## src/sv/ehp_pkg.sv

```systemverilog
// Types and constants for the Ethernet IPv4 L4 header parser.
package ehp_pkg;

   localparam int LENGTH_BITS = 14;
   localparam int SNAP_BITS = 14;
   localparam int CMP_BITS = (LENGTH_BITS > SNAP_BITS) ? LENGTH_BITS : SNAP_BITS;

   typedef logic [LENGTH_BITS-1:0] pos_type;
   typedef logic [SNAP_BITS-1:0] snap_type;

   localparam pos_type COUNT_MAX = {LENGTH_BITS{1'b1}};
   localparam snap_type SNAP_RESET = SNAP_BITS'(1514);

   localparam pos_type POS_ETHER_HI = LENGTH_BITS'(12);
   localparam pos_type POS_ETHER_LO = LENGTH_BITS'(13);
   localparam pos_type POS_VERSION = LENGTH_BITS'(14);
   localparam pos_type POS_TOTAL_HI = LENGTH_BITS'(16);
   localparam pos_type POS_TOTAL_LO = LENGTH_BITS'(17);
   localparam pos_type POS_PROTOCOL = LENGTH_BITS'(23);
   localparam pos_type POS_SOURCE_FIRST = LENGTH_BITS'(26);
   localparam pos_type POS_SOURCE_LAST = LENGTH_BITS'(29);
   localparam pos_type POS_DEST_FIRST = LENGTH_BITS'(30);
   localparam pos_type POS_DEST_LAST = LENGTH_BITS'(33);

   localparam pos_type OFF_SPORT_LAST = LENGTH_BITS'(1);
   localparam pos_type OFF_DPORT_FIRST = LENGTH_BITS'(2);
   localparam pos_type OFF_DPORT_LAST = LENGTH_BITS'(3);
   localparam pos_type OFF_ULEN_FIRST = LENGTH_BITS'(4);
   localparam pos_type OFF_ULEN_LAST = LENGTH_BITS'(5);
   localparam pos_type OFF_TCP_OFFSET = LENGTH_BITS'(12);

   localparam logic [7:0] ETH_HDR = 8'd14;
   localparam logic [15:0] ETHERTYPE_IPV4 = 16'h0800;
   localparam logic [3:0] IP_VERSION_4 = 4'd4;
   localparam logic [7:0] PROTO_TCP = 8'd6;
   localparam logic [7:0] PROTO_UDP = 8'd17;
   localparam logic [15:0] IP_HDR_MIN = 16'd20;
   localparam logic [15:0] TCP_HDR_MIN = 16'd20;
   localparam logic [15:0] TCP_HDR_MAX = 16'd60;
   localparam logic [15:0] UDP_HDR = 16'd8;

   typedef struct packed {
      logic [7:0]  data_byte;
      logic        last_byte;
      logic [31:0] capture_seconds;
   } req_type;

   typedef struct packed {
      logic [31:0] stamp_seconds;
      logic [31:0] source_address;
      logic [31:0] dest_address;
      logic [15:0] source_port;
      logic [15:0] dest_port;
      logic [13:0] frame_length;
      logic [7:0]  protocol_number;
   } rsp_type;

   typedef struct packed {
      logic [15:0] ether_kind;
      logic [7:0]  ip_version_header;
      logic [15:0] ip_total_length;
      logic [7:0]  ip_protocol_seen;
      logic [31:0] ip_source_seen;
      logic [31:0] ip_dest_seen;
      logic [15:0] port_source_seen;
      logic [15:0] port_dest_seen;
      logic [7:0]  tcp_offset_byte;
      logic [15:0] udp_length_seen;
   } frame_type;

   typedef struct packed {
      frame_type   fields;
      snap_type    frame_length;
      logic [31:0] stamp_seconds;
   } close_type;

endpackage

```

## src/sv/eth_ipv4_l4_header_parser.sv

```systemverilog
// Top level: byte-wise Ethernet / IPv4 / TCP-UDP header parser with summary record.
// The last byte of a frame loads the close stage, which feeds the result register.
// Throughput: one byte per cycle; field capture is one compare-and-load per byte.
// The close stage and the result register decouple the output; a held result
// stalls input only once both are full.
// Reset clears the byte counter, header fields, pipeline valids; snap length -> 1514.
module eth_ipv4_l4_header_parser
   import ehp_pkg::*;
(
   input  logic     clock,
   input  logic     reset,
   input  logic     req_valid,
   output logic     req_ready,
   input  req_type  req_data,
   output logic     rsp_valid,
   input  logic     rsp_ready,
   output rsp_type  rsp_data,
   input  logic     csr_write_enable,
   input  snap_type csr_write_data
);

   snap_type  snap_ff;
   pos_type   pos_ff, pos_in;
   frame_type frame_ff, frame_in;
   logic      close_valid_ff;
   close_type close_ff, close_in;
   logic      rsp_valid_ff;
   rsp_type   rsp_ff, rsp_in;

   logic      req_accept;
   logic      close_advance;
   pos_type   count;
   pos_type   l4_start;
   pos_type   offset;
   logic      in_window;
   frame_type caught;
   logic [CMP_BITS-1:0] len_wide;

   logic [SNAP_BITS-1:0] dsize;
   logic [5:0]  hlen;
   logic [5:0]  th;
   logic [15:0] l4size;
   logic        ip_ok;
   logic        l4_ok;

   assign close_advance = close_valid_ff && (!rsp_valid_ff || rsp_ready);
   assign req_ready = !close_valid_ff || close_advance;
   assign req_accept = req_valid && req_ready;

   // capture header bytes at their positions
   always_comb begin
      caught = frame_ff;
      in_window = CMP_BITS'(pos_ff) < CMP_BITS'(snap_ff);
      l4_start = LENGTH_BITS'(ETH_HDR)
               + LENGTH_BITS'({frame_ff.ip_version_header[3:0], 2'b00});
      offset = pos_ff - l4_start;
      if (in_window) begin
         if (pos_ff == POS_ETHER_HI || pos_ff == POS_ETHER_LO) begin
            caught.ether_kind = {frame_ff.ether_kind[7:0], req_data.data_byte};
         end
         if (pos_ff == POS_VERSION) begin
            caught.ip_version_header = req_data.data_byte;
         end
         if (pos_ff == POS_TOTAL_HI || pos_ff == POS_TOTAL_LO) begin
            caught.ip_total_length = {frame_ff.ip_total_length[7:0], req_data.data_byte};
         end
         if (pos_ff == POS_PROTOCOL) begin
            caught.ip_protocol_seen = req_data.data_byte;
         end
         if (pos_ff >= POS_SOURCE_FIRST && pos_ff <= POS_SOURCE_LAST) begin
            caught.ip_source_seen = {frame_ff.ip_source_seen[23:0], req_data.data_byte};
         end
         if (pos_ff >= POS_DEST_FIRST && pos_ff <= POS_DEST_LAST) begin
            caught.ip_dest_seen = {frame_ff.ip_dest_seen[23:0], req_data.data_byte};
         end
         if (pos_ff > POS_VERSION && pos_ff >= l4_start) begin
            if (offset <= OFF_SPORT_LAST) begin
               caught.port_source_seen = {frame_ff.port_source_seen[7:0], req_data.data_byte};
            end
            if (offset == OFF_DPORT_FIRST || offset == OFF_DPORT_LAST) begin
               caught.port_dest_seen = {frame_ff.port_dest_seen[7:0], req_data.data_byte};
            end
            if (offset == OFF_ULEN_FIRST || offset == OFF_ULEN_LAST) begin
               caught.udp_length_seen = {frame_ff.udp_length_seen[7:0], req_data.data_byte};
            end
            if (offset == OFF_TCP_OFFSET) begin
               caught.tcp_offset_byte = req_data.data_byte;
            end
         end
      end
   end

   always_comb begin
      count = (pos_ff < COUNT_MAX) ? pos_ff + pos_type'(1) : COUNT_MAX;
      len_wide = (CMP_BITS'(count) < CMP_BITS'(snap_ff)) ? CMP_BITS'(count)
                                                         : CMP_BITS'(snap_ff);
      pos_in = count;
      frame_in = caught;
      if (req_data.last_byte) begin
         pos_in = '0;
         frame_in = '0;
      end
      close_in.fields = caught;
      close_in.frame_length = len_wide[SNAP_BITS-1:0];
      close_in.stamp_seconds = req_data.capture_seconds;
   end

   // validate the closed frame and build the record
   always_comb begin
      dsize = close_ff.frame_length - SNAP_BITS'(ETH_HDR);
      hlen = {close_ff.fields.ip_version_header[3:0], 2'b00};
      th = {close_ff.fields.tcp_offset_byte[7:4], 2'b00};
      l4size = close_ff.fields.ip_total_length - 16'(hlen);
      ip_ok = close_ff.frame_length >= SNAP_BITS'(ETH_HDR)
           && close_ff.fields.ether_kind == ETHERTYPE_IPV4
           && 16'(dsize) >= IP_HDR_MIN
           && close_ff.fields.ip_version_header[7:4] == IP_VERSION_4
           && 16'(hlen) >= IP_HDR_MIN
           && 16'(hlen) <= close_ff.fields.ip_total_length
           && 16'(dsize) >= close_ff.fields.ip_total_length;
      l4_ok = 1'b0;
      if (close_ff.fields.ip_protocol_seen == PROTO_TCP) begin
         l4_ok = l4size >= TCP_HDR_MIN && 16'(th) >= TCP_HDR_MIN
              && 16'(th) <= l4size && 16'(th) <= TCP_HDR_MAX;
      end else if (close_ff.fields.ip_protocol_seen == PROTO_UDP) begin
         l4_ok = l4size >= UDP_HDR && close_ff.fields.udp_length_seen >= UDP_HDR
              && close_ff.fields.udp_length_seen <= l4size;
      end
      rsp_in = '0;
      rsp_in.stamp_seconds = close_ff.stamp_seconds;
      rsp_in.frame_length = 14'(close_ff.frame_length);
      if (ip_ok) begin
         rsp_in.source_address = close_ff.fields.ip_source_seen;
         rsp_in.dest_address = close_ff.fields.ip_dest_seen;
         rsp_in.protocol_number = close_ff.fields.ip_protocol_seen;
         if (l4_ok) begin
            rsp_in.source_port = close_ff.fields.port_source_seen;
            rsp_in.dest_port = close_ff.fields.port_dest_seen;
         end
      end
   end

   always_ff @(posedge clock) begin
      if (reset) begin
         snap_ff <= SNAP_RESET;
         pos_ff <= '0;
         frame_ff <= '0;
         close_valid_ff <= 1'b0;
         rsp_valid_ff <= 1'b0;
      end else begin
         if (csr_write_enable) begin
            snap_ff <= csr_write_data;
         end
         if (req_accept) begin
            pos_ff <= pos_in;
            frame_ff <= frame_in;
         end
         if (req_accept && req_data.last_byte) begin
            close_valid_ff <= 1'b1;
         end else if (close_advance) begin
            close_valid_ff <= 1'b0;
         end
         if (close_advance) begin
            rsp_valid_ff <= 1'b1;
         end else if (rsp_ready) begin
            rsp_valid_ff <= 1'b0;
         end
      end
   end

   always_ff @(posedge clock) begin
      if (req_accept && req_data.last_byte) begin
         close_ff <= close_in;
      end
      if (close_advance) begin
         rsp_ff <= rsp_in;
      end
   end

   assign rsp_valid = rsp_valid_ff;
   assign rsp_data = rsp_ff;

endmodule

```

## config.mk

```make
export PLATFORM = sky130hd
export DESIGN_NAME = eth_ipv4_l4_header_parser
export DESIGN_NICKNAME = d
export VERILOG_FILES = /design/src/sv/ehp_pkg.sv /design/src/sv/eth_ipv4_l4_header_parser.sv
export SDC_FILE = /design/constraint.sdc
export NUM_CORES = 1
export LEC_CHECK = 0
export ABC_AREA = 1
export BUFFER_PORTS_ARGS = -buffer_cell sky130_fd_sc_hd__buf_4
export CORE_MARGIN = 4
export CORE_UTILIZATION = 54
export CTS_CLUSTER_SIZE = 16
export DETAILED_ROUTE_END_ITERATION = 10
export PLACE_DENSITY = 0.76
export RECOVER_POWER = 50
export SKIP_CTS_REPAIR_TIMING = 1
export SLEW_MARGIN = 20
export SYNTH_ARGS = -nofsm -noshare
export SYNTH_HDL_FRONTEND = slang
export SYNTH_SLANG_ARGS = --single-unit
```

## constraint.sdc

```tcl
create_clock -name clock -period 11.1 [get_ports clock]
set_input_delay 0.555 -clock clock [delete_from_list [all_inputs] [get_ports clock]]
set_output_delay 0.555 -clock clock [all_outputs]
set_load 0.01 [all_outputs]
```

==> results of run 1 <==
==> metrics by stage <==
stage          instance area, um2  hold WS (ps)  setup slack, ps
2_1_floorplan               25100           400              443
3_3_place_gp                27000           400             7040
3_5_place_dp                27000           405             6880
4_1_cts                     28900          74.2             6850
5_1_grt                     28300           101             3650
6_report                    28300           139             4210
==> worst max path at each step <==
stage          slack, ps                    endpoint  cells past startpoint
6_report            4210  frame_ff[105]$_SDFFE_PP0P_                      3
5_1_grt             3650  frame_ff[122]$_SDFFE_PP0P_                      3
4_1_cts             6850   frame_ff[96]$_SDFFE_PP0P_                     13
3_5_place_dp        6880   frame_ff[88]$_SDFFE_PP0P_                     13
3_3_place_gp        7040   frame_ff[91]$_SDFFE_PP0P_                     13
2_1_floorplan        440       close_ff[0]$_DFFE_PP_                      5
==> report_power, final <==
| group | internal, mW | total, mW | leakage [nW] | switching (mW) |
|---|---|---|---|---|
| clock | 1.09 | 1.89 | 0.914 | 0.797 |
| sequential | 2.24 | 2.26 | 4.89 | 0.0210 |
| combinational | 0.0496 | 0.189 | 5.67 | 0.140 |
==> cell type report <==
cell class,instances,area share (%)
Clock buffer,70,5.35
Clock inverter,34,1.22
Inverter,296,3.94
Multi-Input combinational cell,1740,30.9
Sequential cell,554,52.0
Tap cell,600,2.65
Timing Repair Buffer,226,3.95
==> flip-flops by register name (all words and copies together), names as in the netlist <==
name and cells:
snap_ff 14, frame_ff 164, rsp_data 150, close_ff 210, close_valid_ff 1, pos_ff 14
rsp_valid 1
==> layout by cell type, fill, tap and decap left out, types with 5 or more instances in the layout <==
cell       synthesis  final
nand2_1          739    738
clkbuf_8           0      6
or2_2              5      5
xor2_1            15     15
nor2_2             6      5
nor3_1            10     10
inv_1            287    287
nor2_1           193    191
clkinv_1           0      5
nor4_1            13     13
o21ai_1           13     13
clkbuf_1          74    166
clkbuf_4           0     32
o21ai_0           56     56
ha_1              78     78
inv_2              9      8
nand2_2            6      6
edfxtp_1         360    360
nor2_4             4      7
bufinv_16          0      5
mux2i_1            8      8
o21ai_2           12     12
and2_1            56     56
nand3_1          193    193
nand4_1           68     68
clkinv_2           0     14
a21oi_1          226    225
buf_4             10     35
dfxtp_1          194    194
clkbuf_16          0     56
==> Yosys cell counts, types with 2 or more instances <==
cell	instances	area (um2)
dfxtp_1	194	3880
nor2_1	193	724
nand4_1	68	425
fa_1	2	40.0
or2_2	5	31.3
a21oi_1	226	1130
nand3_1	193	966
xnor2_1	2	17.5
o21ai_0	56	280
edfxtp_1	360	10800
nor2_2	6	37.5
buf_6	5	56.3
a21oi_2	2	17.5
nand3b_1	4	30.0
a21boi_0	2	15.0
mux2i_1	8	80.1
nor4_1	13	81.3
o21a_1	2	15.0
nand3_2	4	40.0
ha_1	78	976
buf_4	10	75.1
clkbuf_1	74	278
and2_1	56	350
buf_1	3	11.3
nand2_1	739	2770
inv_2	9	33.8
nor3_1	10	50.1
inv_1	287	1080
buf_2	32	160
nor2_4	4	45.0
nand2_2	6	37.5
a211oi_1	3	22.5
o21ai_2	12	105
o21ai_1	13	65.1
xor2_1	15	131
nand3_4	3	52.6
==> logic make-up (layout without fill, tap and decap cells) <==
kind of cell    Yosys count  after routing  share of synthesized area, %
xor+xnor                 17             17                         0.593
mux                       8              8                         0.319
simple gates           1310           1310                          22.8
flops                   554            554                          58.6
compound gates          325            325                          6.94
buf+inv                 420            626                          6.74
fa+ha+maj                80             80                          4.05
==> routing by layer <==
| metal | vias up | GRT usage (%) |
|---|---|---|
| li1 | 9342 | - |
| met1 | 9123 | 29.3 |
| met2 | 645 | 40.3 |
| met3 | 119 | 3.80 |
| met4 | 0 | 7.14 |
| met5 | - | 0 |
==> worst reg2reg max path, cell delays in order (launching register included) <==
cell and delay, ps:
dfxtp_1 420, nand3_1 210, nand2_4 90, clkbuf_1 3390
nor2_4 840, buf_12 620
==> flow_summary.yaml, run 1 <==
die:
  core_area_um2: 45700
  io-pin-count: 212
  initial_core_util_pct: 54.9
  row_count: 78
  fp.dieH_um: 224
  dieWidth_um: 224
  die-area_um2: 50000
run:
  drv_cap: 6
cts:
  cts_tree: "yes"
  cts_num_sinks: 554
  htree_levels: 2
  cts-root-buf: "clkbuf_16"
  path_clk_slew_ps: 60
  clock_latency_ps: 620
  clock_path_buffers: 3
  cts_made_buffers: 55
setup_path:
  crit_fanout: 117
  path_buf_inv: 2
  cp_data_required_time_ps: 11420
  reg2reg_to: "close_ff[8]$_DFFE_PP_"
  worstSetupStartpointType: "input pin"
  regToRegSetupSlack_ps: 4830
  crit_family: "buffers and inverters"
  end_kind: "flip-flop"
  crit_start: "reset"
  critPathArrivalTime_ps: 7210
  r2r_start: "rsp_valid$_SDFFE_PP0P_"
  r2r_cells: 5
  slowest_delay_ps: 3820
  slowest_stage: "clkbuf_1"
  worstPathCellList: "clkbuf_1 -> clkbuf_1 -> a21oi_1"
  critPathKind: "input pin to flip-flop"
  crit_top_cell: "clkbuf_1"
route:
  dr.first_iter.drc_count: 1695
  first_pass_iters: 6
  wl_per_cell_um: 16.8
  wl_met2_mm: 29.5
  drc_errors: 0
  wirelength_mm: 59.1
  top_layer: "met4"
  met3_length_mm: 3.78
  drt-met1-wl_mm: 24.1
  antenna_left: 0
  via_per_inst: 5.46
  vias: 19200
timing:
  slew_viol_final: 439
  clock.fmax_mhz: 145
  period_share_pct: 62.0
  hold_viol: 0
  slew_headroom_pct: -273
  finalSetupViolCount: 0
  worst_pin_slew_ps: 5590
  post-route-min-period_ps: 6890
  finalClockSkew_ps: 16.4
  setup_tns_ps: 0
  rsz0062_at_grt: "false"
finish:
  layout-drive-gt1-share_pct: 7.53
  diodes: 0
  nFillCells: 3801
  multi_input_area_um2: 8740
  finalNonFillerCells: 3520
  fin_nets: 3013
  utilization_pct: 61.9
  seqCellArea_um2: 14700
  syn_to_final_growth_pct: 12.7
global_route:
  grt_start_max_net_pins: 187
  grt_usage_pct: 22.9
  grt_overflow: 0
  grt_pass1_wl_mm: 94.2
  grt_pass1_vias: 18400
  antenna_found_initial: 0
placement:
  place.gp.congestion: 0.898
  dp_hpwl_mm: 37.8
  dp.cells: 3415
  port_buffers: 211
synthesis:
  synth-edff-count: 360
  async_reset_ff_share_pct: 0
  synth_seq_cells: 554
  synth_flop_cell: "edfxtp_1"
  synth_warnings: 0
  synth.distinct_cells: 51
  synth_fp_nets: 2854
  syn-instance-count: 2714
  seq_area_frac_synth_pct: 58.6
  syn_area_per_cell_um2: 9.25
  syn_area_um2: 25100
status:
  violations: "capacitance limit, slew limit"
  status: "complete, but fails checks"
min_path:
  hold_end: "close_ff[29]$_DFFE_PP_"
  worstHoldPathType: "input pin to flip-flop"
  hold_path_depth: 1
  hold_start: "req_data[29]"
pwr:
  leakage_nw: 11.5
  p_per_area_nw_per_um2: 153
  peakVddDrop_mv: 0.119
  p_total_mw: 4.34
(Power assumes the default switching activity.)
==> run 2, diff against run 1 <==
--- a/config.mk
+++ b/config.mk
@@ -8,10 +8,10 @@
 export ABC_AREA = 1
 export BUFFER_PORTS_ARGS = -buffer_cell sky130_fd_sc_hd__buf_4
 export CORE_MARGIN = 4
-export CORE_UTILIZATION = 54
+export CORE_UTILIZATION = 60
 export CTS_CLUSTER_SIZE = 16
 export DETAILED_ROUTE_END_ITERATION = 10
-export PLACE_DENSITY = 0.76
+export PLACE_DENSITY = 0.8
 export RECOVER_POWER = 50
 export SKIP_CTS_REPAIR_TIMING = 1
 export SLEW_MARGIN = 20
==> constraint.sdc (replaced) <==
create_clock -name clock -period 6.9 [get_ports clock]
set_input_delay 0.345 -clock clock [delete_from_list [all_inputs] [get_ports clock]]
set_output_delay 0.345 -clock clock [all_outputs]
set_load 0.01 [all_outputs]
==> run 2 against run 1 <==
The flow finishes with violations (hold timing, capacitance limit, slew limit). Sequential power rose by 61%. Register-to-register slack worse by 2600 ps. Global-route usage rose by 2.8 points. Cell area grew 1.0%. Clock skew increased by 5.4 ps. First-iteration DRC count is 12% higher. Flip-flop and latch count is the same. Via count is 0.88% higher. Die area shrank 9.7%. Routed wire length grew 2.3%.
==> flow_summary.yaml, run 2 (synthesis gave the netlist of run 1 again) <==
setup_path:
  reg2reg_to: "close_ff[103]$_DFFE_PP_"
  crit_start: "reset"
  worstSetupStartpointType: "input pin"
  regToRegSetupSlack_ps: 2190
  critPathKind: "input pin to flip-flop"
  critPathArrivalTime_ps: 5310
  crit_fanout: 101
  cp_data_required_time_ps: 7380
  end_kind: "flip-flop"
  r2r_cells: 4
  r2r_start: "rsp_valid$_SDFFE_PP0P_"
  timing.critical_path.to: "snap_ff[9]$_SDFFE_PP0P_"
pwr:
  p_clk_share_pct: 43.6
  pwr-share-comb_pct: 4.5
  leakage_nw: 11.7
  p_int_mw: 5.47
  peakVddDrop_mv: 0.189
  p_total_mw: 7.01
  p_per_area_nw_per_um2: 245
  seq_power_share_pct: 51.9
  switching_power_mw: 1.54
  swShare_pct: 21.9
die:
  dieWidth_um: 212
  fp.dieH_um: 212
  core_area_um2: 41100
  die-area_um2: 45200
  row_count: 74
  io-pin-count: 212
  initial_core_util_pct: 61.0
placement:
  port_buffers: 211
  dp_hpwl_mm: 38.8
  place.gp.congestion: 0.898
finish:
  largest_register_ffs: 210
  final_cell_mix: "nand2_1 (738), edfxtp_1 (360), inv_1 (287)"
  syn_to_final_growth_pct: 13.8
  diodes: 0
  layout-drive-gt1-share_pct: 7.30
  fin_nets: 3051
  regMostFlops: "close_ff"
  layout_commonest_cell: "nand2_1"
global_route:
  grt_overflow: 0
  antenna_found_initial: 0
  grt_usage_pct: 25.7
  grt_start_max_net_pins: 151
  grt_pass1_wl_mm: 94.4
  grt_pass1_vias: 18900
cts:
  clock_path_buffers: 3
  cts-root-buf: "clkbuf_16"
  clock_latency_ps: 610
  cts_tree: "yes"
  htree_levels: 2
  cts_num_sinks: 554
  path_clk_slew_ps: 60
  cts_made_buffers: 55
route:
  wl_per_cell_um: 17.3
  drc_errors: 0
  wirelength_mm: 60.5
  first_pass_iters: 5
  via_per_inst: 5.56
  dr.first_iter.drc_count: 1892
  antenna_left: 0
  vias: 19400
timing:
  worst_pin_slew_ps: 4830
  period_share_pct: 70.0
  post-route-min-period_ps: 4830
  slew_viol_final: 353
  rsz0062_at_grt: "false"
  finalSetupViolCount: 0
  finalClockSkew_ps: 21.9
  hold-worst-slack_ps: -7.63
  slew_headroom_pct: -222
  clock.fmax_mhz: 207
  setup_tns_ps: 0
  hold_viol: 1
min_path:
  worstHoldPathType: "input pin to flip-flop"
  hold_start: "csr_write_data[7]"
status:
  status: "complete, but fails checks"
  violations: "hold timing, capacitance limit, slew limit"
run:
  drv_cap: 3
run 2: layout make-up:
cell class | count | area (um2)
clock inverters | 28 | 330
repair buffers | 264 | 1500
flip-flops and latches | 554 | 14700
well taps | 532 | 666
clock buffers | 75 | 1510
multi-input cells | 1740 | 8750
inverters | 296 | 1110
fillers | 3156 | 12500
run 2: critical path, stage by stage:
cell and delay, ps:
clkbuf_1 3290, inv_1 1200, o21ai_0 390, a21oi_1 70
run 2: power groups by stage:
| stage | logic (mW) | registers, mW | clock network, mW |
|---|---|---|---|
| 2_1_floorplan | 0.170 | 3.72 | 0 |
| 3_3_place_gp | 0.309 | 3.70 | 0 |
| 3_5_place_dp | 0.317 | 3.70 | 0 |
| 4_1_cts | 0.318 | 3.63 | 3.08 |
| 5_1_grt | 0.350 | 3.64 | 3.23 |
| 6_report | 0.316 | 3.64 | 3.05 |
run 2: per-stage QoR:
| step | std cells | setup WS [ps] | util (%) | cell area (um2) | hold slack [ps] |
|---|---|---|---|---|---|
| 6_report | 3489 | 2070 | 69.5 | 28600 | -7.63 |
| 5_1_grt | 3489 | 1570 | 69.5 | 28600 | 7.93 |
| 4_1_cts | 3450 | 2790 | 70.0 | 28800 | -101 |
| 3_5_place_dp | 3347 | 2810 | 65.6 | 26900 | 405 |
| 3_3_place_gp | 3347 | 3020 | 65.6 | 26900 | 400 |
| 2_1_floorplan | 2714 | 2.66 | - | 25100 | 400 |
run 2: worst min path at each step:
stage               slack, ps  cells past startpoint                      end
global placement          400                      0  rsp_data[145]$_DFFE_PP_
global route                8                      3  snap_ff[7]$_SDFFE_PP1P_
CTS                      -100                      1    close_ff[7]$_DFFE_PP_
floorplan                 400                      0  rsp_data[118]$_DFFE_PP_
detailed placement        400                      0  rsp_data[118]$_DFFE_PP_
finish                     -8                      3  snap_ff[7]$_SDFFE_PP1P_
run 2: layer usage:
| layer | track usage [%] | routed length (um) | up-vias |
|---|---|---|---|
| met5 | 0 | 0 | - |
| met4 | 7.97 | 1390 | 0 |
| met3 | 4.06 | 3940 | 98 |
| met2 | 45.4 | 30700 | 701 |
| met1 | 32.8 | 24400 | 9188 |
| li1 | - | - | 9412 |
==> run 3, diff against run 2 <==
==> constraint.sdc (replaced) <==
create_clock -name clock -period 4.51 [get_ports clock]
set_input_delay 0.2255 -clock clock [delete_from_list [all_inputs] [get_ports clock]]
set_output_delay 0.2255 -clock clock [all_outputs]
set_load 0.01 [all_outputs]
==> run 3 against run 2 <==
The run ends with capacitance limit, slew limit left. Combinational power rose by 65%. Sequential share of layout area shrank 0.48 points. Die area did not move. Non-clock buffer count rose by 30. Global-route usage rose by 0.50 points. Sequential power up 53%. Worst setup slack got worse by 1700 ps. Worst hold slack gained 50 ps. Critical path type is now flip-flop to flip-flop. Critical endpoint is now close_ff[40]$_DFFE_PP_. Largest cell class unchanged.
==> flow_summary.yaml, run 3 (synthesis gave the netlist of run 1 again) <==
status:
  status: "complete, but fails checks"
  violations: "capacitance limit, slew limit"
finish:
  layout_commonest_cell: "nand2_1"
  final_cell_mix: "nand2_1 (738), edfxtp_1 (360), inv_1 (287)"
  regMostFlops: "close_ff"
  finalNonFillerCells: 3517
  fin_nets: 3080
  syn_to_final_growth_pct: 14.9
  layout-drive-gt1-share_pct: 7.24
  nFillCells: 3114
  largest_register_ffs: 210
  utilization_pct: 70.1
  diodes: 0
  fin_area_um2: 28800
timing:
  finalClockSkew_ps: 23.8
  worst_pin_slew_ps: 3290
  setup_tns_ps: 0
  post-route-min-period_ps: 4170
  slew_headroom_pct: -120
  finalSetupViolCount: 0
  layout_setup_ws_ps: 342
  clock.fmax_mhz: 240
  slew_viol_final: 185
  hold_viol: 0
  period_share_pct: 92.4
die:
  row_count: 74
  dieWidth_um: 212
  fp.dieH_um: 212
  core_area_um2: 41100
  initial_core_util_pct: 61.0
  die-area_um2: 45200
  io-pin-count: 212
global_route:
  grt_start_max_net_pins: 142
  grt_pass1_vias: 19100
  antenna_found_initial: 0
  grt_overflow: 0
  grt_usage_pct: 26.2
  grt_pass1_wl_mm: 96.2
setup_path:
  path_buf_inv: 1
  cp_data_required_time_ps: 4850
  worstSetupStartpointType: "flip-flop"
  slowest_stage: "o311ai_1"
  end_kind: "flip-flop"
  crit_fanout: 15
  critPathKind: "flip-flop to flip-flop"
  critPathArrivalTime_ps: 4500
  worstPathCellList: "ha_1 -> inv_1 -> nor4_1 -> nand3_1 -> o311ai_1 -> ha_1 -> a21oi_1 -> o221a_2 -> nand2_1 -> nand2_1 -> nand2_1"
  crit_family: "simple AND/OR/NAND/NOR gates"
  slowest_delay_ps: 580
  crit_top_cell: "nand2_1"
  regToRegSetupSlack_ps: 340
cts:
  clock_latency_ps: 610
  htree_levels: 2
  cts-root-buf: "clkbuf_16"
  path_clk_slew_ps: 60
  cts_made_buffers: 54
  cts_num_sinks: 554
  clock_path_buffers: 3
  cts_tree: "yes"
route:
  dr.first_iter.drc_count: 2144
  vias: 19900
  via_per_inst: 5.65
  wl_per_cell_um: 17.8
  antenna_left: 0
  wirelength_mm: 62.5
  drc_errors: 0
  first_pass_iters: 6
placement:
  dp.cells: 3357
  place_area_um2: 27100
  pre_cts_ws_ps: 499
  port_buffers: 211
  place.gp.congestion: 0.888
  dp_hpwl_mm: 39.7
pwr:
  peakVddDrop_mv: 0.240
  p_per_area_nw_per_um2: 370
  leakage_nw: 11.8
min_path:
  worstHoldPathType: "input pin to flip-flop"
run:
  drv_cap: 3
-- run 3: cell types whose count changed in the layout (fill, tap and decap cells not counted), sizes merged --
cell	change
buf	+6
clkbuf	+3
clkinvlp	-1
inv	-3
clkinv	+2
dlygate4sd3	+21
-- run 3: worst paths after layout --
path                                        startpoint                          end  cells after the start
worst max-delay path            pos_ff[0]$_SDFFE_PP0P_       close_ff[40]$_DFFE_PP_                     11
worst min-delay path                      req_data[32]  close_valid_ff$_SDFFE_PP0P_                      5
worst max register to register  pos_ff[0]$_SDFFE_PP0P_       close_ff[40]$_DFFE_PP_                     11
worst min register to register  close_ff[11]$_DFFE_PP_      rsp_data[129]$_DFFE_PP_                      0
-- run 3: area by class of cell --
cell class                      instances  area, um2  area share (%)
Sequential cell                       554      14700            51.0
Multi-Input combinational cell       1740       8730            30.3
Timing Repair Buffer                  294       1820            6.32
Clock buffer                           75       1500            5.20
Inverter                              296       1120            3.87
Tap cell                              532        666            2.31
Clock inverter                         26        309            1.07
-- run 3: where the power goes --
group	total (mW)	internal, mW	switching [mW]
combinational	0.522	0.164	0.358
clock	4.60	2.67	1.93
sequential	5.56	5.51	0.0513
-- run 3: worst register-to-register path, delay by kind of cell (launching register included) --
kind	cells	cell delay (ps)
AOI/OAI and AO/OA	3	1160
and+or+nand+nor	5	1510
buffers and inverters	1	130
adders and majority gates	2	640
DFF	1	450
-- run 3: layer usage --
layer  vias to the layer above  GRT usage, %  part of all wire (%)
li1                       9470             -                     -
met1                      9395          34.1                    40
met2                       825          45.5                    50
met3                       190          4.18                   6.8
met4                         0          8.37                   3.0
met5                         -             0                     0
-- run 3: per-stage QoR --
step,hold WS [ps],power [mW]
after floorplan,324,5.94
after global placement,400,6.14
after detailed placement,405,6.16
after CTS,-235,10.7
after global routing,82.0,11.0
final,41.9,10.7
